[src/assert_macros.svh]
// assertion macros used by the core's top level rtl file
`ifndef ASSERT_MACROS_SVH
`define ASSERT_MACROS_SVH

`ifndef NO_ASSERTIONS

// same-cycle implication
`define MRC_ASSERT_NOW(label, clk, rst_n, ante, cons, msg) \
	label: assert property (@(posedge clk) disable iff (!rst_n) (ante) |-> (cons)) \
		else $error(msg);

// next-cycle implication
`define MRC_ASSERT_NEXT(label, clk, rst_n, ante, cons, msg) \
	label: assert property (@(posedge clk) disable iff (!rst_n) (ante) |=> (cons)) \
		else $error(msg);

`else

`define MRC_ASSERT_NOW(label, clk, rst_n, ante, cons, msg)
`define MRC_ASSERT_NEXT(label, clk, rst_n, ante, cons, msg)

`endif

`endif

[src/mrc_pkg.sv]
// shared constants, codes and types of the mini risc core
package mrc_pkg;

	localparam int DATA_W         = 8;
	localparam int NUM_REGS       = 8;
	localparam int REG_AW         = $clog2(NUM_REGS);
	localparam int INSTR_W        = 16;
	localparam int ADDR_W         = 8;
	localparam int OP_W           = 2;
	localparam int IMM_W          = 6;
	localparam int IMEM_DEPTH_DEF = 256;
	localparam int DMEM_DEPTH_DEF = 256;

	// transaction operations
	localparam logic [OP_W-1:0] OP_EXEC   = 2'd0;
	localparam logic [OP_W-1:0] OP_IWRITE = 2'd1;
	localparam logic [OP_W-1:0] OP_DWRITE = 2'd2;
	localparam logic [OP_W-1:0] OP_DREAD  = 2'd3;

	// instruction opcodes
	localparam logic [3:0] OPC_RTYPE = 4'd0;
	localparam logic [3:0] OPC_J     = 4'd2;
	localparam logic [3:0] OPC_ADDI  = 4'd4;
	localparam logic [3:0] OPC_BEQ   = 4'd8;
	localparam logic [3:0] OPC_LW    = 4'd11;
	localparam logic [3:0] OPC_SW    = 4'd15;

	// r-type function codes
	localparam logic [2:0] FN_ADD = 3'd0;
	localparam logic [2:0] FN_SUB = 3'd2;
	localparam logic [2:0] FN_AND = 3'd4;
	localparam logic [2:0] FN_OR  = 3'd5;

	typedef enum logic [2:0] {
		ST_IDLE,
		ST_FETCH,
		ST_EXEC,
		ST_RDATA,
		ST_DONE
	} mrc_state_t;

	// decoded and executed instruction
	typedef struct packed {
		logic              illegal;
		logic              halt;
		logic              reg_we;
		logic [REG_AW-1:0] reg_idx;
		logic [DATA_W-1:0] reg_val;
		logic              mem_we;
		logic              mem_re;
		logic              ovf;
		logic              br;
		logic [ADDR_W-1:0] ea;
		logic              pc_we;
		logic [ADDR_W-1:0] new_pc;
	} mrc_exec_t;

	// result fields apart from pc and halt
	typedef struct packed {
		logic              illegal;
		logic              reg_written;
		logic [REG_AW-1:0] reg_index;
		logic [DATA_W-1:0] reg_value;
		logic              mem_written;
		logic              overflow;
		logic              branch_taken;
		logic [DATA_W-1:0] read_data;
	} mrc_result_t;

endpackage

[src/mrc_dmem.sv]
// data memory: bytes, one write and one registered read port, zero until written
module mrc_dmem
	import mrc_pkg::*;
#(
	parameter int DEPTH = DMEM_DEPTH_DEF
) (
	input  logic              clk,
	input  logic              arst_n,
	input  logic              we,
	input  logic [ADDR_W-1:0] waddr,
	input  logic [DATA_W-1:0] wdata,
	input  logic              re,
	input  logic [ADDR_W-1:0] raddr,
	output logic [DATA_W-1:0] rdata
);

	localparam int AW    = $clog2(DEPTH);
	localparam int TAB_N = 1 << ADDR_W;

	logic [DATA_W-1:0] mem_q [DEPTH];
	logic [DEPTH-1:0]  valid_q;
	logic [DATA_W-1:0] rd_q;
	logic [AW-1:0]     idx_tab [TAB_N];
	logic [AW-1:0]     widx;
	logic [AW-1:0]     ridx;

	// address folding onto the depth
	for (genvar i = 0; i < TAB_N; i++) begin : g_tab
		assign idx_tab[i] = AW'(i % DEPTH);
	end

	assign widx = idx_tab[waddr];
	assign ridx = idx_tab[raddr];

	// storage
	always_ff @(posedge clk) begin
		if (we) begin
			mem_q[widx] <= wdata;
		end
	end

	// written marks, cleared at reset
	always_ff @(posedge clk or negedge arst_n) begin
		if (!arst_n) begin
			valid_q <= '0;
		end else if (we) begin
			valid_q[widx] <= 1'b1;
		end
	end

	// registered read
	always_ff @(posedge clk) begin
		if (re) begin
			rd_q <= valid_q[ridx] ? mem_q[ridx] : '0;
		end
	end

	assign rdata = rd_q;

endmodule

[config.mk]
export PLATFORM = sky130hd
export DESIGN_NAME = mrc_dmem
export DESIGN_NICKNAME = d
export VERILOG_FILES = /design/src/assert_macros.svh /design/src/mrc_pkg.sv /design/src/mrc_dmem.sv
export SDC_FILE = /design/constraint.sdc
export NUM_CORES = 2
export LEC_CHECK = 0
export ABC_AREA = 1
export BUFFER_PORTS_ARGS = -buffer_cell sky130_fd_sc_hd__buf_4
export CAP_MARGIN = 20
export CELL_PAD_IN_SITES_DETAIL_PLACEMENT = 1
export CELL_PAD_IN_SITES_GLOBAL_PLACEMENT = 1
export CORE_MARGIN = 4
export CORE_UTILIZATION = 29
export CTS_CLUSTER_SIZE = 24
export DETAILED_ROUTE_END_ITERATION = 16
export PLACE_DENSITY_LB_ADDON = 0.25
export REMOVE_ABC_BUFFERS = 1
export SYNTH_ARGS = -nofsm -noshare
export SYNTH_HDL_FRONTEND = slang
export SYNTH_SLANG_ARGS = --single-unit
export TNS_END_PERCENT = 20
[constraint.sdc]
create_clock -name clk -period 1.4 [get_ports clk]
set_input_delay 0.14 -clock clk [delete_from_list [all_inputs] [get_ports clk]]
set_output_delay 0.14 -clock clk [all_outputs]
set_load 0.005 [all_outputs]
==> summary.md <==
| Metric | Value |
|---|---|
| Status | finished, violations left |
| Failing checks | negative setup slack |
| Port-buffer cells | 35 |
| Area growth syn-to-layout | 26.5% |
| Share of cells above drive strength 1 | 22.5% |
| Vias in the first global route | 69800 |
| Area after DPL | 0.108 mm^2 |
| Std-Cell Rows | 208 |
| Via Count | 66600 |
| Combinational share of power | 8.2% |
| Post-synthesis sequential area ratio | 72.6% |
| Met1 WL | 151 mm |
| Average routed wire per standard cell | 24.8 um |
| Mean Syn Cell Area | 11.6 um^2 |
| Worst EP required | 1.26 ns |
| Static Leakage | 44.7 nW |
| Worst Hold Class | in -> reg |
| Routed WL | 333 mm |
| P per Cell Area | 1340 mW/mm^2 |
| Die area | 0.333 mm^2 |
| Cells on worst reg2reg path | 11 |
| Slew Limit Headroom | 56.4% |
| DPL Wire Length | 224 mm |
| Crit path depth | 1 |
| CP Class | reg -> out |
| Crit path launch | rdata[1] |
| Achievable frequency | 535 MHz |
| Switching Share | 23.8% |
| Warnings, synthesis | 0 |
| FF-to-FF Start | mem_q[187][2] |
| Psw | 0.0377 W |
| Pint | 0.121 W |
| Core Util, Final | 36.9% |
| Unique masters post-synth | 18 |
| Netlist Area Pre-Place | 0.0938 mm^2 |
| R2R Path End | rdata[2] |
| Fin crit period | 1.87 ns |
| First-pass DRT Iterations | 5 |
| Ranking of synthesized cells by area | edfxtp_1 (66%), nand3_1 (12%), nand2_1 (9.4%), dfrtp_1 (6.8%), or2_2 (1.7%) |
| Crit path buffers/inverters | 1 |
| Hold Vio Cnt, Final | 0 |
| Min-delay src | raddr[7] |
| Top cell type's share of synthesized area | 65.8% |
| Most frequent cell after synthesis | nand2_1 |
| Seq pwr share | 48.1% |
| Root Buffer | clkbuf_16 |
| Final Instance Count excl. Fillers | 13400 |
| Die Ht | 577 um |
| Final setup fails | 16 |
| DR WL met3 | 13.7 mm |
| Crit path max fanout | 1 |
| First-pass GRT wire length | 489 mm |
| CTS tree | done |
| Drt initial violations | 5346 |
| End of the critical path | rdata[1] |
| Unrepaired setup endpoints after global routing | yes |
| Met2 routed WL | 156 mm |
| Max Used Layer | met5 |
| Fin nets | 8935 |
| Cells after synthesis | 8072 |
| Synth Flop Type | edfxtp_1 |
| Final Wtd Congestion | 0.859 |
| Number of synthesized flops with an enable pin | 2056 |
| Largest net degree at the start of global routing | 74 |
| Peak supply drop | 0.806 mV |
| Slowest stage delay, CP | 0.70 ns |
| Deepest clock path buffer count | 4 |
| Design area | 0.119 mm^2 |
| Worst setup EP type | output port |
| Skew-Pair Late Insertion Delay | 0.86 ns |
| Clock network fraction of total power | 43.7% |
| R2R Setup Slk | -0.45 ns |
| Placed Instances | 12900 |
| Initial Utilization | 29.2% |
| Core area | 0.322 mm^2 |
| Die width | 577 um |
| Pre-CTS setup slack | -1.55 ns |
| CTS H-tree lvls | 5 |
| # DRC | 0 |
| Initial antenna violation count | 16 |
| Clock sinks | 2312 |
| Setup TNS | -6.15 ns |
| Max_cap viols | 0 |
| Yosys top cell by area | edfxtp_1 |
| Slowest-stage cell, CP | edfxtp_1 |
| Total GRT Usage | 19.7% |
| Number of buffers created by CTS | 272 |
| Least-Margin Pin Slew | 0.654 ns |
| Yosys reg bits | 2312 |
| Synth top cells by count | nand2_1 (2345), nand3_1 (2289), edfxtp_1 (2056), nor2_1 (292), buf_2 (290) |
| Asr flop ratio synth | 11.1% |
| Skew final | 0.0442 ns |
| Clock-pin slew on the worst setup and hold paths | 0.06 ns |
| Final ANT Viol Nets | 0 |
| Worst Path Arrival | 1.73 ns |
| Post-DR vias/cell | 4.96 |
| Global route total overflow | 0 |
| CP Cell Sequence | buf_6 |
| Final worst slack | -0.469 ns |
| Io pins | 36 |
| Crit-path leading delay family | flip-flops |
| Max-slew violations | 0 |
| Crit start category | flip-flop |
| Final worst-path cycle share | 134% |
[sequential cells by signal (all words and copies together) (netlist names)]
name / cells
rdata: 8
mem_q: 2048
valid_q: 256
[how the worst min path moves through the flow]
stage,end,depth (start not counted)
after floorplan,valid_q[0],0
after global placement,valid_q[77],1
after detailed placement,valid_q[77],1
after CTS,rdata[6],5
after global routing,rdata[4],5
final,rdata[6],5
[worst min-delay path, delay by kind of cell]
kind	cells	cell delay (ns)
and+or+nand+nor	3	0.28
buffers and inverters	2	0.37
[timing repair]
action	CTS	global route
buffers inserted	1	1
resized for setup	199	200
pin swaps	31	50
setup endpoints to repair	16	16
endpoints found under the hold margin	1994	0
hold buffers	12	0
[cells by family after synthesis]
logic type | synth area share [%]
flip-flops | 72.6
buffers and inverters | 2.89
AND/OR/NAND/NOR | 24.5
AO/OA/AOI/OAI | 0.0160
[layout make-up]
cell class | count | area (um^2)
fillers | 34600 | 203000
flip-flops and latches | 2312 | 68100
multi-input cells | 5185 | 25100
repair buffers | 1096 | 11300
clock buffers | 381 | 7570
well taps | 4305 | 5390
clock inverters | 109 | 1010
inverters | 40 | 188
diodes | 2 | 5.00
[routing by layer]
metal,track usage [%],up-vias
met5,0,-
met4,6.47,2
met3,2.13,488
met2,31.9,1473
met1,27.6,34500
li1,-,30100
[placed cells by master (no fill, tap or decap), types with 25 or more instances in the layout]
cell type	count
or2_2	255
buf_4	826
clkinv_2	35
nand3_2	232
clkbuf_8	25
nand2_1	2324
clkinv_1	37
dfrtp_1	256
nor2_1	288
buf_12	233
nand3_4	69
inv_1	32
nand3_1	1988
clkbuf_1	79
edfxtp_1	2056
clkbuf_16	277
[per-stage QoR]
| step | power, W | hold slack, ns |
|---|---|---|
| after global routing | 0.164 | 0.0155 |
| after CTS | 0.160 | 0.0148 |
| after detailed placement | 0.0899 | 0.0567 |
| final | 0.158 | 0.0514 |
| after global placement | 0.0897 | 0.0552 |
| after floorplan | 0.0825 | -0.156 |
[power groups by stage]
stage	logic (W)	registers, W	clock network [W]
finish	0.0129	0.0763	0.0693
global route	0.0139	0.0763	0.0739
CTS	0.0127	0.0763	0.0709
detailed placement	0.0122	0.0777	0
global placement	0.0121	0.0777	0
floorplan	0.00494	0.0775	0
Note: power is estimated with default switching activity, not from simulation.
