==> config.mk <==
export PLATFORM = sky130hd
export DESIGN_NAME = mrc_regfile
export DESIGN_NICKNAME = d
export VERILOG_FILES = /design/src/assert_macros.svh /design/src/mrc_pkg.sv /design/src/mrc_regfile.sv
export SDC_FILE = /design/constraint.sdc
export NUM_CORES = 1
export LEC_CHECK = 0
export ABC_AREA = 1
export BUFFER_PORTS_ARGS = -buffer_cell sky130_fd_sc_hd__buf_2
export CAP_MARGIN = 20
export CORE_ASPECT_RATIO = 0.9
export CORE_MARGIN = 2
export CORE_UTILIZATION = 28
export CTS_BUF_LIST = sky130_fd_sc_hd__clkbuf_4 sky130_fd_sc_hd__clkbuf_8
export CTS_CLUSTER_SIZE = 8
export DETAILED_ROUTE_END_ITERATION = 12
export SKIP_CTS_REPAIR_TIMING = 1
export SYNTH_ARGS = -nofsm -noshare
export SYNTH_HDL_FRONTEND = slang
export SYNTH_SLANG_ARGS = --single-unit
==> constraint.sdc <==
create_clock -name clk -period 1.32 [get_ports clk]
set_input_delay 0.264 -clock clk [delete_from_list [all_inputs] [get_ports clk]]
set_output_delay 0.264 -clock clk [all_outputs]
set_load 0.02 [all_outputs]
==> src/assert_macros.svh <==
// assertion macros used by the core's top level rtl file
`ifndef ASSERT_MACROS_SVH
`define ASSERT_MACROS_SVH

`ifndef NO_ASSERTIONS

// same-cycle implication
`define MRC_ASSERT_NOW(label, clk, rst_n, ante, cons, msg) \
	label: assert property (@(posedge clk) disable iff (!rst_n) (ante) |-> (cons)) \
		else $error(msg);

// next-cycle implication
`define MRC_ASSERT_NEXT(label, clk, rst_n, ante, cons, msg) \
	label: assert property (@(posedge clk) disable iff (!rst_n) (ante) |=> (cons)) \
		else $error(msg);

`else

`define MRC_ASSERT_NOW(label, clk, rst_n, ante, cons, msg)
`define MRC_ASSERT_NEXT(label, clk, rst_n, ante, cons, msg)

`endif

`endif

==> src/mrc_pkg.sv <==
// shared constants, codes and types of the mini risc core
package mrc_pkg;

	localparam int DATA_W         = 8;
	localparam int NUM_REGS       = 8;
	localparam int REG_AW         = $clog2(NUM_REGS);
	localparam int INSTR_W        = 16;
	localparam int ADDR_W         = 8;
	localparam int OP_W           = 2;
	localparam int IMM_W          = 6;
	localparam int IMEM_DEPTH_DEF = 256;
	localparam int DMEM_DEPTH_DEF = 256;

	// transaction operations
	localparam logic [OP_W-1:0] OP_EXEC   = 2'd0;
	localparam logic [OP_W-1:0] OP_IWRITE = 2'd1;
	localparam logic [OP_W-1:0] OP_DWRITE = 2'd2;
	localparam logic [OP_W-1:0] OP_DREAD  = 2'd3;

	// instruction opcodes
	localparam logic [3:0] OPC_RTYPE = 4'd0;
	localparam logic [3:0] OPC_J     = 4'd2;
	localparam logic [3:0] OPC_ADDI  = 4'd4;
	localparam logic [3:0] OPC_BEQ   = 4'd8;
	localparam logic [3:0] OPC_LW    = 4'd11;
	localparam logic [3:0] OPC_SW    = 4'd15;

	// r-type function codes
	localparam logic [2:0] FN_ADD = 3'd0;
	localparam logic [2:0] FN_SUB = 3'd2;
	localparam logic [2:0] FN_AND = 3'd4;
	localparam logic [2:0] FN_OR  = 3'd5;

	typedef enum logic [2:0] {
		ST_IDLE,
		ST_FETCH,
		ST_EXEC,
		ST_RDATA,
		ST_DONE
	} mrc_state_t;

	// decoded and executed instruction
	typedef struct packed {
		logic              illegal;
		logic              halt;
		logic              reg_we;
		logic [REG_AW-1:0] reg_idx;
		logic [DATA_W-1:0] reg_val;
		logic              mem_we;
		logic              mem_re;
		logic              ovf;
		logic              br;
		logic [ADDR_W-1:0] ea;
		logic              pc_we;
		logic [ADDR_W-1:0] new_pc;
	} mrc_exec_t;

	// result fields apart from pc and halt
	typedef struct packed {
		logic              illegal;
		logic              reg_written;
		logic [REG_AW-1:0] reg_index;
		logic [DATA_W-1:0] reg_value;
		logic              mem_written;
		logic              overflow;
		logic              branch_taken;
		logic [DATA_W-1:0] read_data;
	} mrc_result_t;

endpackage

==> src/mrc_regfile.sv <==
// register file: two registered read ports, one write port, reset to zero by valid bits
module mrc_regfile
	import mrc_pkg::*;
(
	input  logic              clk,
	input  logic              arst_n,
	input  logic              re,
	input  logic [REG_AW-1:0] raddr_a,
	input  logic [REG_AW-1:0] raddr_b,
	input  logic              we,
	input  logic [REG_AW-1:0] waddr,
	input  logic [DATA_W-1:0] wdata,
	output logic [DATA_W-1:0] rdata_a,
	output logic [DATA_W-1:0] rdata_b
);

	logic [DATA_W-1:0]   mem_q [NUM_REGS];
	logic [NUM_REGS-1:0] valid_q;
	logic [DATA_W-1:0]   rd_a_q;
	logic [DATA_W-1:0]   rd_b_q;

	// storage
	always_ff @(posedge clk) begin
		if (we) begin
			mem_q[waddr] <= wdata;
		end
	end

	// written marks, a register never written reads as zero
	always_ff @(posedge clk or negedge arst_n) begin
		if (!arst_n) begin
			valid_q <= '0;
		end else if (we) begin
			valid_q[waddr] <= 1'b1;
		end
	end

	// registered reads
	always_ff @(posedge clk) begin
		if (re) begin
			rd_a_q <= valid_q[raddr_a] ? mem_q[raddr_a] : '0;
			rd_b_q <= valid_q[raddr_b] ? mem_q[raddr_b] : '0;
		end
	end

	assign rdata_a = rd_a_q;
	assign rdata_b = rd_b_q;

endmodule

==> results.rst <==
.. list-table::
   :header-rows: 1

   * - Metric
     - Value
   * - Result of the run
     - completed
   * - Total Nets Final
     - 631
   * - Cell chain of the critical path
     - buf_2
   * - Yosys cell types
     - 13
   * - Max FO, Critical Path
     - 1
   * - Root buffer selected by CTS
     - sky130_fd_sc_hd__clkbuf_8
   * - Number of nets with antenna violations after routing
     - 0
   * - Routing usage on met2
     - 22.6%
   * - Detailed-route vias per instance
     - 4.41
   * - Maximum number of pins on one net before global-route repair
     - 25
   * - Yosys warning count
     - 0
   * - Peak VDD IR
     - 0.461 mV
   * - Net count of the mapped netlist
     - 572
   * - Antenna diode count
     - 0
   * - Pleak
     - 0.00267 uW
   * - Global-route wire length before repair
     - 19000 um
   * - Kind of critical path
     - reg -> out
   * - Number of register bits inferred by synthesis
     - 88
   * - Worst-margin pin slew
     - 0.412 ns
   * - Fin crit period
     - 1.29 ns
   * - Die Outline Area
     - 0.0174 sq mm
   * - M3 GR Usage
     - 3.14%
   * - Post-route DRC
     - 0
   * - Max incr delay on CP
     - 0.46 ns
   * - Final HPWL DP
     - 8720 um
   * - DR WL/cell
     - 14.4 um
   * - Fraction of power consumed by sequential logic
     - 54.5%
   * - Total power per unit cell area
     - 1090 mW/mm^2
   * - Die span in x
     - 139 um
   * - Drt initial violations
     - 451
   * - Detailed Routing Iterations Pass 1
     - 5
   * - Number of top-level pins
     - 37
   * - Number of pins with negative max-slew slack in the final report
     - 0
   * - Fraction of power consumed by combinational cells
     - 13.5%
   * - Wire length reported by the detailed router
     - 11800 um
   * - Synthesized instance count
     - 551
   * - Worst setup timing slack at the placement stage
     - -0.0788 ns
   * - Initial antenna violation count
     - 0
   * - Clock Skews
     - 0.0131 ns
   * - Number of global-route vias before repair
     - 3448
   * - Final Instance Count excl. Fillers
     - 822
   * - Critical path buffers and inverters
     - 1
   * - Category of the worst setup path capture point
     - output pin
   * - Final setup viols
     - 0
   * - Maximum number of buffers from clock root to sink
     - 2
   * - Unrepaired setup endpoints after global routing
     - false
   * - Largest delay share family, worst path
     - flip-flops
   * - Clock power share
     - 32.0%
   * - Hold_sp
     - wdata[7]
   * - Placer's final routability congestion estimate
     - 0.845
   * - Total via count in the routed design
     - 3625
   * - Total congestion overflow
     - 0
   * - Row count
     - 44
   * - Internal Pwr Total
     - 4310 uW
   * - Sequential-to-total area share from yosys stat
     - 56.9%
   * - CTS buffer count
     - 9
   * - H-Tree Level Count
     - 3
   * - WP data required
     - 1.06 ns
   * - Number of sinks driven by the clock tree
     - 88
   * - Count of endpoints failing hold in the final timing report
     - 0
   * - Die extent in y
     - 125 um
   * - Global Route Usage Sum
     - 14.2%
   * - Kind of start point of the critical path
     - register
   * - Max_cap viols
     - 0
   * - Ratio of final minimum period to clock period
     - 97.6%
   * - Slew Limit Headroom
     - 72.5%
   * - Peak Freq
     - 777 MHz
   * - Met1 demand-to-capacity share in global routing
     - 19.3%
   * - Switching part of the total power
     - 26.3%
   * - Critical Path Slowest Stage Cell
     - sky130_fd_sc_hd__edfxtp_1
   * - Starting utilization of the core area
     - 28.4%
   * - Clk slew on worst S/H paths
     - 0.09 ns
   * - Synthesized area
     - 0.00457 sq mm
   * - Net switching power of the design
     - 1540 uW
   * - Type of the tightest min-delay check
     - in -> reg
   * - Worst R2R Start
     - valid_q[1]$_DFFE_PN0P_
   * - Most utilized layer in the global route result
     - met2
   * - Per-instance average area after synthesis
     - 8.30 sq um
   * - Slack of the critical path
     - 0.0323 ns
   * - Origin of the worst setup path
     - rdata_a[3]$_SDFFCE_PN0P_
   * - Area of the core
     - 0.0161 sq mm
   * - Share of layout cells above drive strength 1
     - 15.4%
   * - Worst Hold Slack
     - 0.167 ns
   * - Clock latency on the worst-skew pair
     - 0.37 ns
   * - Area Growth Syn to Fin
     - 17.7%
   * - Clock tree from TritonCTS
     - built
   * - Total placed cells including tap cells
     - 805
   * - Worst endpoint data arrival time
     - 1.02 ns
   * - Number of buffer cells added on primary ports
     - 36
-- sequential cells by signal (all words and copies together), names as in the netlist --
name     cells
mem_q       64
rdata_a      8
rdata_b      8
valid_q      8
-- Yosys cell counts (all sizes together) --
library cell  count  share of area (%)
nand2           256                 21
inv              95                8.0
edfxtp           80                 53
nand3            72                7.9
buf              22                4.3
dfrtp             8                4.4
nor2              8               0.66
o21ai             8               0.88
clkinv            2               0.16
-- cells by family after synthesis --
logic type	after synthesis	synth area share, %
buffers and inverters	119	12.5
AOI/OAI and AO/OA	8	0.876
and+or+nand+nor	336	29.7
DFF	88	56.9
-- stage by stage --
step           power, uW  util (%)  area (sq um)  TNS (ns)
4_1_cts             5890      33.3          5360         0
2_1_floorplan       3740         -          4570         0
3_5_place_dp        4030      32.1          5160    -0.959
6_report            5850      33.5          5380         0
5_1_grt             6090      33.5          5380         0
3_3_place_gp        4030      32.1          5160    -0.775
-- path summary, 6_finish.rpt --
path | slack, ns | cells after the start | end
max in group asynchronous | 0.91 | 2 | valid_q[7]$_DFFE_PN0P_
setup reg to reg | 0.10 | 8 | rdata_b[2]$_SDFFCE_PN0P_
setup / recovery | 0.03 | 1 | rdata_a[3]
hold / removal | 0.17 | 1 | mem_q[1][7]$_DFFE_PP_
hold reg to reg | 0.48 | 2 | valid_q[7]$_DFFE_PN0P_
min in group asynchronous | 0.25 | 2 | valid_q[2]$_DFFE_PN0P_
-- cell type report --
class	instances	area [sq um]
fillers	1712	10700
clock inverters	7	71.3
inverters	97	374
multi-input cells	344	1410
flip-flops and latches	88	2600
clock buffers	9	124
repair buffers	70	538
well taps	207	259
-- placed cells by master, fill, tap and decap left out, drive strengths merged --
master	instances
buf	69
bufinv	1
clkbuf	9
clkinv	7
dfrtp	8
dlygate4sd3	1
edfxtp	80
inv	96
nand2	256
nand3	72
nor2	8
o21ai	8
-- routing by layer --
| layer | wire [um] | vias to the layer above | part of all wire (%) |
|---|---|---|---|
| li1 | - | 1823 | - |
| met5 | 0 | - | 0 |
| met2 | 5320 | 126 | 45 |
| met1 | 5630 | 1662 | 48 |
| met3 | 629 | 14 | 5.3 |
| met4 | 250 | 0 | 2.1 |
-- power by group through the flow --
stage               Clock, uW  Combinational (uW)  Sequential, uW
CTS                      1910                 784            3190
finish                   1870                 789            3190
global route             2000                 886            3200
detailed placement          0                 781            3250
global placement            0                 777            3250
floorplan                   0                 446            3290
(Power assumes the default switching activity.)
