==> src/assert_macros.svh <==
// assertion macros used by the core's top level rtl file
`ifndef ASSERT_MACROS_SVH
`define ASSERT_MACROS_SVH

`ifndef NO_ASSERTIONS

// same-cycle implication
`define MRC_ASSERT_NOW(label, clk, rst_n, ante, cons, msg) \
	label: assert property (@(posedge clk) disable iff (!rst_n) (ante) |-> (cons)) \
		else $error(msg);

// next-cycle implication
`define MRC_ASSERT_NEXT(label, clk, rst_n, ante, cons, msg) \
	label: assert property (@(posedge clk) disable iff (!rst_n) (ante) |=> (cons)) \
		else $error(msg);

`else

`define MRC_ASSERT_NOW(label, clk, rst_n, ante, cons, msg)
`define MRC_ASSERT_NEXT(label, clk, rst_n, ante, cons, msg)

`endif

`endif

==> src/mrc_pkg.sv <==
// shared constants, codes and types of the mini risc core
package mrc_pkg;

	localparam int DATA_W         = 8;
	localparam int NUM_REGS       = 8;
	localparam int REG_AW         = $clog2(NUM_REGS);
	localparam int INSTR_W        = 16;
	localparam int ADDR_W         = 8;
	localparam int OP_W           = 2;
	localparam int IMM_W          = 6;
	localparam int IMEM_DEPTH_DEF = 256;
	localparam int DMEM_DEPTH_DEF = 256;

	// transaction operations
	localparam logic [OP_W-1:0] OP_EXEC   = 2'd0;
	localparam logic [OP_W-1:0] OP_IWRITE = 2'd1;
	localparam logic [OP_W-1:0] OP_DWRITE = 2'd2;
	localparam logic [OP_W-1:0] OP_DREAD  = 2'd3;

	// instruction opcodes
	localparam logic [3:0] OPC_RTYPE = 4'd0;
	localparam logic [3:0] OPC_J     = 4'd2;
	localparam logic [3:0] OPC_ADDI  = 4'd4;
	localparam logic [3:0] OPC_BEQ   = 4'd8;
	localparam logic [3:0] OPC_LW    = 4'd11;
	localparam logic [3:0] OPC_SW    = 4'd15;

	// r-type function codes
	localparam logic [2:0] FN_ADD = 3'd0;
	localparam logic [2:0] FN_SUB = 3'd2;
	localparam logic [2:0] FN_AND = 3'd4;
	localparam logic [2:0] FN_OR  = 3'd5;

	typedef enum logic [2:0] {
		ST_IDLE,
		ST_FETCH,
		ST_EXEC,
		ST_RDATA,
		ST_DONE
	} mrc_state_t;

	// decoded and executed instruction
	typedef struct packed {
		logic              illegal;
		logic              halt;
		logic              reg_we;
		logic [REG_AW-1:0] reg_idx;
		logic [DATA_W-1:0] reg_val;
		logic              mem_we;
		logic              mem_re;
		logic              ovf;
		logic              br;
		logic [ADDR_W-1:0] ea;
		logic              pc_we;
		logic [ADDR_W-1:0] new_pc;
	} mrc_exec_t;

	// result fields apart from pc and halt
	typedef struct packed {
		logic              illegal;
		logic              reg_written;
		logic [REG_AW-1:0] reg_index;
		logic [DATA_W-1:0] reg_value;
		logic              mem_written;
		logic              overflow;
		logic              branch_taken;
		logic [DATA_W-1:0] read_data;
	} mrc_result_t;

endpackage

==> src/mrc_exec.sv <==
// instruction decode, alu and next pc
module mrc_exec
	import mrc_pkg::*;
(
	input  logic [INSTR_W-1:0] instr,
	input  logic [DATA_W-1:0]  rs_val,
	input  logic [DATA_W-1:0]  rt_val,
	input  logic [ADDR_W-1:0]  pc,
	output mrc_exec_t          ex
);

	logic [3:0]        opc;
	logic [REG_AW-1:0] rt;
	logic [REG_AW-1:0] rd;
	logic [2:0]        fn;
	logic [IMM_W-1:0]  imm;
	logic [DATA_W:0]   sum_rr;
	logic [DATA_W:0]   dif_rr;
	logic [DATA_W:0]   sum_ri;
	logic [ADDR_W-1:0] pc_inc;
	logic [ADDR_W-1:0] pc_br;

	assign opc = instr[15:12];
	assign rt  = instr[8:6];
	assign rd  = instr[5:3];
	assign fn  = instr[2:0];
	assign imm = instr[IMM_W-1:0];

	// sign-extended sums, one bit wider to see overflow
	assign sum_rr = {rs_val[DATA_W-1], rs_val} + {rt_val[DATA_W-1], rt_val};
	assign dif_rr = {rs_val[DATA_W-1], rs_val} - {rt_val[DATA_W-1], rt_val};
	assign sum_ri = {rs_val[DATA_W-1], rs_val} + {{(DATA_W+1-IMM_W){imm[IMM_W-1]}}, imm};

	assign pc_inc = pc + ADDR_W'(1);
	assign pc_br  = pc + {{(ADDR_W-IMM_W){imm[IMM_W-1]}}, imm} + ADDR_W'(1);

	always_comb begin
		ex        = '0;
		ex.new_pc = pc_inc;
		if (instr == '0) begin
			// halt word: pc stays
			ex.halt = 1'b1;
		end else begin
			case (opc)
				OPC_RTYPE: begin
					case (fn)
						FN_ADD: begin
							ex.reg_val = sum_rr[DATA_W-1:0];
							ex.ovf     = sum_rr[DATA_W] ^ sum_rr[DATA_W-1];
						end
						FN_SUB: begin
							ex.reg_val = dif_rr[DATA_W-1:0];
							ex.ovf     = dif_rr[DATA_W] ^ dif_rr[DATA_W-1];
						end
						FN_AND: ex.reg_val = rs_val & rt_val;
						FN_OR:  ex.reg_val = rs_val | rt_val;
						default: ex.illegal = 1'b1;
					endcase
					if (!ex.illegal) begin
						ex.reg_we  = 1'b1;
						ex.reg_idx = rd;
						ex.pc_we   = 1'b1;
					end
				end
				OPC_ADDI: begin
					ex.reg_we  = 1'b1;
					ex.reg_idx = rt;
					ex.reg_val = sum_ri[DATA_W-1:0];
					ex.ovf     = sum_ri[DATA_W] ^ sum_ri[DATA_W-1];
					ex.pc_we   = 1'b1;
				end
				OPC_LW: begin
					// register write follows the data read
					ex.mem_re  = 1'b1;
					ex.reg_idx = rt;
					ex.ea      = sum_ri[ADDR_W-1:0];
					ex.ovf     = sum_ri[DATA_W] ^ sum_ri[DATA_W-1];
					ex.pc_we   = 1'b1;
				end
				OPC_SW: begin
					ex.mem_we = 1'b1;
					ex.ea     = sum_ri[ADDR_W-1:0];
					ex.ovf    = sum_ri[DATA_W] ^ sum_ri[DATA_W-1];
					ex.pc_we  = 1'b1;
				end
				OPC_BEQ: begin
					ex.pc_we = 1'b1;
					if (rs_val == rt_val) begin
						ex.br     = 1'b1;
						ex.new_pc = pc_br;
					end
				end
				OPC_J: begin
					ex.br     = 1'b1;
					ex.pc_we  = 1'b1;
					ex.new_pc = instr[ADDR_W-1:0];
				end
				default: ex.illegal = 1'b1;
			endcase
		end
	end

endmodule

==> config.mk <==
export PLATFORM = sky130hd
export DESIGN_NAME = mrc_exec
export DESIGN_NICKNAME = d
export VERILOG_FILES = /design/src/assert_macros.svh /design/src/mrc_pkg.sv /design/src/mrc_exec.sv
export SDC_FILE = /design/constraint.sdc
export NUM_CORES = 1
export LEC_CHECK = 0
export ABC_AREA = 1
export BUFFER_PORTS_ARGS = -buffer_cell sky130_fd_sc_hd__buf_2
export CORE_ASPECT_RATIO = 1.4
export CORE_UTILIZATION = 40
export DETAILED_ROUTE_END_ITERATION = 7
export GPL_TIMING_DRIVEN = 0
export PLACE_DENSITY = 0.67
export SETUP_SLACK_MARGIN = 0.3
export SLEW_MARGIN = 10
export SYNTH_ARGS = -nofsm -noshare
export SYNTH_HDL_FRONTEND = slang
export SYNTH_SLANG_ARGS = --single-unit
==> constraint.sdc <==
create_clock -name vclk -period 1.9
set_input_delay 0.285 -clock vclk [all_inputs]
set_output_delay 0.285 -clock vclk [all_outputs]
set_load 0.01 [all_outputs]
==> flow_summary.json, run 1 <==
{
  "ir_worst_vdd_v": 0.0001510,
  "cp.arrival_ns": 1.94,
  "die_area_mm2": 0.006674,
  "synth_nets": 531,
  "area_growth_pct": 83.83,
  "wire_per_inst_um": 17.11,
  "critPathSlowestCell": "fa_2",
  "period_needed_ns": 2.229,
  "hold_depth": 4,
  "fin_crit_sh_pct": 117.3,
  "grt_usage_pct": 27.06,
  "grt_pass1_wl_um": 14720,
  "power_density_mw_per_mm2": 276.3,
  "wl_met3_um": 480,
  "setup_ws_ns": -0.3291,
  "hold_class": "in2out",
  "fillers": 419,
  "yosysSeqAreaShare_pct": 0,
  "dp_hpwl_um": 7015,
  "io_buffers": 75,
  "place_area_mm2": 0.003334,
  "slew_violations": 0,
  "end_kind": "output pin",
  "insertedDiodeCount": 0,
  "fin_area_mm2": 0.004667,
  "highest_layer": "met4",
  "cp_max_fo": 4,
  "wl_met2_um": 5975,
  "seqCellArea_um2": 0,
  "yosysWarnings": 0,
  "synthCells": 445,
  "cpLargestDelayFamily": "buffers and inverters",
  "synth_cell_types": 38,
  "die_x_um": 69.33,
  "fin_tns_setup_ns": -3.402,
  "crit_path_max_incr_delay_ns": 0.36,
  "num-clock-buffers": 0,
  "fmax_ghz": 0.4486,
  "drt_iter0_markers": 135,
  "globalplace.congestion": 0.9574,
  "drt_wl_total_um": 10950,
  "drive_gt1_share_pct": 55.63,
  "status": "complete, but fails checks",
  "cp.required_ns": 1.62,
  "rsz0062_at_grt": "yes",
  "die_h_um": 96.26,
  "critPathLaunchType": "input pin",
  "slew_headroom_pct": 73.40,
  "grt_pass1_vias": 3331,
  "vias_per_cell": 5.663,
  "setup_viol": 19,
  "cap_violations": 0,
  "vias": 3624,
  "violations": "setup timing",
  "core_mm2": 0.006168,
  "drt_pre_antenna_iters": 4,
  "crit_buf_inv": 6,
  "antenna_found_initial": 0,
  "worst_hold_path.endpoint": "ex[29]",
  "drt-met1-wl_um": 3796,
  "num_io_pins": 75,
  "drcViolationCount": 0,
  "rows": 34,
  "synth_area_mm2": 0.002539,
  "gr-total-overflow": 0,
  "fin_total_pwr_mw": 1.289,
  "crit_type": "in2out",
  "start_util_pct": 41.16,
  "grt_max_degree": 10,
  "avgSynthCellArea_um2": 5.705,
  "postCtsHoldBufs": 0,
  "path_cells": "buf_8 > clkinvlp_4 > buf_4 > fa_2 > o21ai_2 > buf_4 > buf_4 > a21oi_2 > o21ai_1 > o221ai_2 > buf_2",
  "worstMarginPinSlew_ns": 0.3977,
  "num-nets-final": 656,
  "hold_viol": 0,
  "p_leak_nw": 2.259,
  "antenna_left": 0,
  "min_from": "instr[6]",
  "crit_path_frequent_cell": "buf_4",
  "seq_cell_count": 0
}
tightest hold or removal path: stages:
cell and delay [ns]:
buf_6 0.07, inv_2 0.04, o22ai_2 0.08, buf_2 0.15
area by class of cell:
cell class                 count  area, um2  share of cell area [%]
timing repair buffer         123       1044                   22.36
multi-input combinational    350       3034                   65.01
inverter                      91      442.9                   9.491
buffer                         4      56.30                   1.206
tap                           72      90.09                   1.930
cell usage after synthesis:
library cell  instances  area (um2)
fa_1                  4       80.08
inv_1                76       285.3
nor3_1                7       35.03
xor2_1                9       78.83
o21ai_2               2       17.52
nand3b_1              2       15.01
o2111ai_1             1       8.760
nand2_4               1       11.26
nand2_1             113       424.2
o21ai_1               3       15.01
nor2_4                1       11.26
nand4_1               6       37.54
o21ai_0               5       25.02
a21oi_2               3       26.28
o22ai_1               3       18.77
a31oi_1               5       31.28
a21boi_0              1       7.510
inv_2                14       52.55
a2bb2oi_1             1       8.760
nand3_1              38       190.2
nor2_1               38       142.6
nor4_4                1       21.27
nand2_2               3       18.77
nor4_1                3       18.77
or2_2                 2       12.51
a21oi_1              28       140.1
a22oi_1               4       30.03
clkinv_1              1       3.750
nor2_2                6       37.54
o221ai_1              5       43.79
o21a_1                2       15.01
buf_2                 1       5.000
ha_1                 42       525.5
nor3_4                2       32.53
buf_4                 3       22.52
xnor2_1               5       43.79
o211ai_2              2       25.02
nor3_2                2       20.02
worst max-delay path by stage:
stage	slack, ns	start	depth (start not counted)	endpoint
6_report	-0.33	instr[1]	11	ex[4]
3_3_place_gp	-0.50	instr[0]	10	ex[6]
4_1_cts	-0.21	instr[0]	10	ex[6]
2_1_floorplan	0.07	instr[0]	8	ex[6]
3_5_place_dp	-0.51	instr[0]	10	ex[6]
5_1_grt	-0.42	rs_val[0]	10	ex[23]
cell families (layout without fill, tap and decap cells):
family / after synthesis / after routing / synth area share [%]
AO/OA/AOI/OAI: 65 / 65 / 16.26
adder cells (fa/ha/maj): 46 / 46 / 23.85
buffers and inverters: 95 / 218 / 14.54
XOR/XNOR: 14 / 14 / 4.830
AND/OR/NAND/NOR: 225 / 225 / 40.51
timing repair:
action / CTS / global route
resized for setup: 136 / 102
pin swaps: 63 / 59
endpoints found under the setup margin: 32 / 34
setup buffers: 24 / 24
power by group:
part	leakage [nW]	switching (mW)	internal [mW]
clock	0	0	0
sequential	0	0	0
combinational	2.26	0.712	0.577
placed cells by master (no fill, tap or decap), types with 3 or more instances in the layout:
| master | Yosys | routed |
|---|---|---|
| ha_4 | 0 | 18 |
| nor3_1 | 7 | 7 |
| inv_4 | 0 | 11 |
| nor2_2 | 6 | 10 |
| inv_1 | 76 | 46 |
| inv_6 | 0 | 4 |
| buf_12 | 0 | 10 |
| buf_6 | 0 | 19 |
| nor2_1 | 38 | 25 |
| a21oi_2 | 3 | 14 |
| a21oi_1 | 28 | 12 |
| nand3_2 | 0 | 12 |
| inv_2 | 14 | 24 |
| buf_4 | 3 | 42 |
| a22oi_1 | 4 | 3 |
| ha_1 | 42 | 24 |
| xor2_1 | 9 | 7 |
| buf_2 | 1 | 47 |
| nand2_2 | 3 | 22 |
| a21oi_4 | 0 | 5 |
| o221ai_2 | 0 | 5 |
| nor3_4 | 2 | 3 |
| nand2_8 | 0 | 3 |
| nand2_1 | 113 | 84 |
| nor2_4 | 1 | 10 |
| o21ai_2 | 2 | 5 |
| nand2_4 | 1 | 8 |
| nand4_1 | 6 | 6 |
| buf_8 | 0 | 9 |
| fa_2 | 0 | 4 |
| nand3_1 | 38 | 24 |
| xnor2_1 | 5 | 3 |
through the flow:
step                      setup slack [ns]  cells  util, %  hold WS [ns]
after floorplan                    0.07375    445        -        0.6046
after global placement             -0.5037    592    54.06        0.9107
after detailed placement           -0.5114    592    54.06        0.9134
after CTS                          -0.2115    616    66.35        0.9018
after global routing               -0.4223    640    75.66        0.9240
final                              -0.3291    640    75.66        0.9037
routing by layer:
layer | vias to the layer above | GRT usage, %
met5 | - | 0
met4 | 0 | 14.80
met3 | 60 | 1.466
li1 | 1691 | -
met1 | 1699 | 27.51
met2 | 174 | 54.85
Note: power is estimated with default switching activity, not from simulation.
==> run 2, diff against run 1 <==
--- a/config.mk
+++ b/config.mk
@@ -7,13 +7,14 @@
 export LEC_CHECK = 0
 export ABC_AREA = 1
 export BUFFER_PORTS_ARGS = -buffer_cell sky130_fd_sc_hd__buf_2
+export CELL_PAD_IN_SITES_DETAIL_PLACEMENT = 1
+export CELL_PAD_IN_SITES_GLOBAL_PLACEMENT = 1
 export CORE_ASPECT_RATIO = 1.4
-export CORE_UTILIZATION = 40
+export CORE_UTILIZATION = 33
 export DETAILED_ROUTE_END_ITERATION = 7
 export GPL_TIMING_DRIVEN = 0
-export PLACE_DENSITY = 0.67
+export PLACE_DENSITY_LB_ADDON = 0.1
 export SETUP_SLACK_MARGIN = 0.3
-export SLEW_MARGIN = 10
 export SYNTH_ARGS = -nofsm -noshare
 export SYNTH_HDL_FRONTEND = slang
 export SYNTH_SLANG_ARGS = --single-unit
==> run 2 against run 1 <==
  * The run still ends with setup timing left
  * First-iteration DRC count decreased by 23%
  * Count of clock-buffer cells in the layout unchanged
  * Combinational power about the same
  * Via count increased by 0.83%
  * Wire length increased by 16%
  * Die area increased by 21%
  * Highest routed layer unchanged
==> flow_summary.json, run 2 (same netlist as run 1, synthesis figures left out) <==
{
  "grt_pass1_wl_um": 17690,
  "vias_per_cell": 5.536,
  "seqCellArea_um2": 0,
  "power_density_mw_per_mm2": 291.6,
  "grt_usage_pct": 26.88,
  "num_io_pins": 75,
  "rows": 37,
  "status": "complete, but fails checks",
  "core_mm2": 0.007407,
  "antenna_left": 0,
  "critPathSlowestCell": "ha_4",
  "num-clock-buffers": 0,
  "die_area_mm2": 0.008053,
  "io_buffers": 75,
  "min_from": "instr[7]",
  "die_h_um": 105.8,
  "slew_headroom_pct": 68.33,
  "insertedDiodeCount": 0,
  "hold_viol": 0,
  "final_common_cell": "nand2_1",
  "end_kind": "output pin",
  "drt_wl_total_um": 12730,
  "cp.required_ns": 1.62,
  "grt_pass1_vias": 3788,
  "die_x_um": 76.13,
  "crit_type": "in2out",
  "hold_ws_ns": 0.9282,
  "p_leak_nw": 2.164,
  "cpLargestDelayFamily": "simple AND/OR/NAND/NOR gates",
  "start_util_pct": 34.27,
  "setup_viol": 22,
  "drt_iter0_markers": 104,
  "slew_violations": 0,
  "ir_worst_vdd_v": 0.0001531,
  "place_area_mm2": 0.003366,
  "wire_per_inst_um": 19.29,
  "gr-total-overflow": 0,
  "drive_gt1_share_pct": 52.22,
  "worst_hold_path.endpoint": "ex[7]",
  "violations": "setup timing",
  "fin_crit_sh_pct": 124.4,
  "hold_class": "in2out",
  "crit_buf_inv": 4,
  "globalplace.congestion": 0.8424,
  "rsz0062_at_grt": "yes",
  "worstMarginPinSlew_ns": 0.4735,
  "cap_violations": 0,
  "cp.arrival_ns": 2.08,
  "period_needed_ns": 2.363,
  "fin_area_mm2": 0.004453,
  "critPathLaunchType": "input pin",
  "cp_max_fo": 7,
  "crit_path_max_incr_delay_ns": 0.31,
  "fin_tns_setup_ns": -4.301,
  "num-nets-final": 651,
  "path_cells": "buf_2 > inv_2 > ha_4 > inv_4 > nand2_1 > nand2_1 > nand2_1 > nand2_2 > a21oi_2 > nand2_1 > nand2_1 > nand2_1 > nand2_1 > nand2_1 > a21oi_2 > buf_2",
  "vias": 3654,
  "fmax_ghz": 0.4232,
  "area_growth_pct": 75.41,
  "dp_hpwl_um": 8518,
  "final_cell_mix": "88 x nand2_1, 56 x buf_2, 50 x inv_1",
  "seq_cell_count": 0,
  "crit_path_frequent_cell": "nand2_1",
  "grt_max_degree": 11,
  "setup_ws_ns": -0.4630,
  "drcViolationCount": 0,
  "antenna_found_initial": 0,
  "drt_pre_antenna_iters": 4,
  "hold_depth": 4
}
[run 2: layer usage]
metal | global-route usage (%) | up-vias | wire (um)
met1 | 25.96 | 1774 | 4378
met5 | 0 | - | 0
met3 | 2.771 | 53 | 484
met2 | 57.79 | 140 | 7241
met4 | 7.692 | 0 | 630
li1 | - | 1687 | -
[run 2: where the power goes]
| group | switching [mW] | total, mW | leakage [nW] | internal [mW] |
|---|---|---|---|---|
| Combinational | 0.734 | 1.30 | 2.16 | 0.565 |
| Sequential | 0 | 0 | 0 | 0 |
| Clock | 0 | 0 | 0 | 0 |
| Total | 0.734 | 1.30 | 2.16 | 0.565 |
[run 2: worst max path at each step]
stage	start	end	slack [ns]	cells after the start
global route	rt_val[4]	ex[18]	-0.59	16
detailed placement	instr[0]	ex[6]	-0.64	11
finish	rt_val[4]	ex[18]	-0.46	16
global placement	instr[0]	ex[6]	-0.59	10
CTS	rs_val[0]	ex[27]	-0.26	15
floorplan	instr[0]	ex[6]	0.07	8
[run 2: stage by stage]
step	util (%)	power [mW]	std cells	worst slack [ns]
after floorplan	-	0.5981	445	0.07375
after global placement	45.44	0.8560	617	-0.5943
after detailed placement	45.44	0.8830	617	-0.6442
after CTS	55.00	1.103	643	-0.2583
after global routing	60.12	1.387	660	-0.5871
final	60.12	1.298	660	-0.4630
[run 2: timing repair]
item | in CTS | in global routing
gates resized for setup | 120 | 64
setup buffers | 26 | 17
hold buffers | 0 | 0
pin swaps | 53 | 37
setup endpoints to repair | 32 | 32
[run 2: area by class of cell]
type / instances / area [um2]
buffer: 4 / 57.56
fill: 960 / 2954
inverter: 91 / 427.9
multi-input combinational: 350 / 2933
tap: 97 / 121.4
timing repair buffer: 118 / 913.4
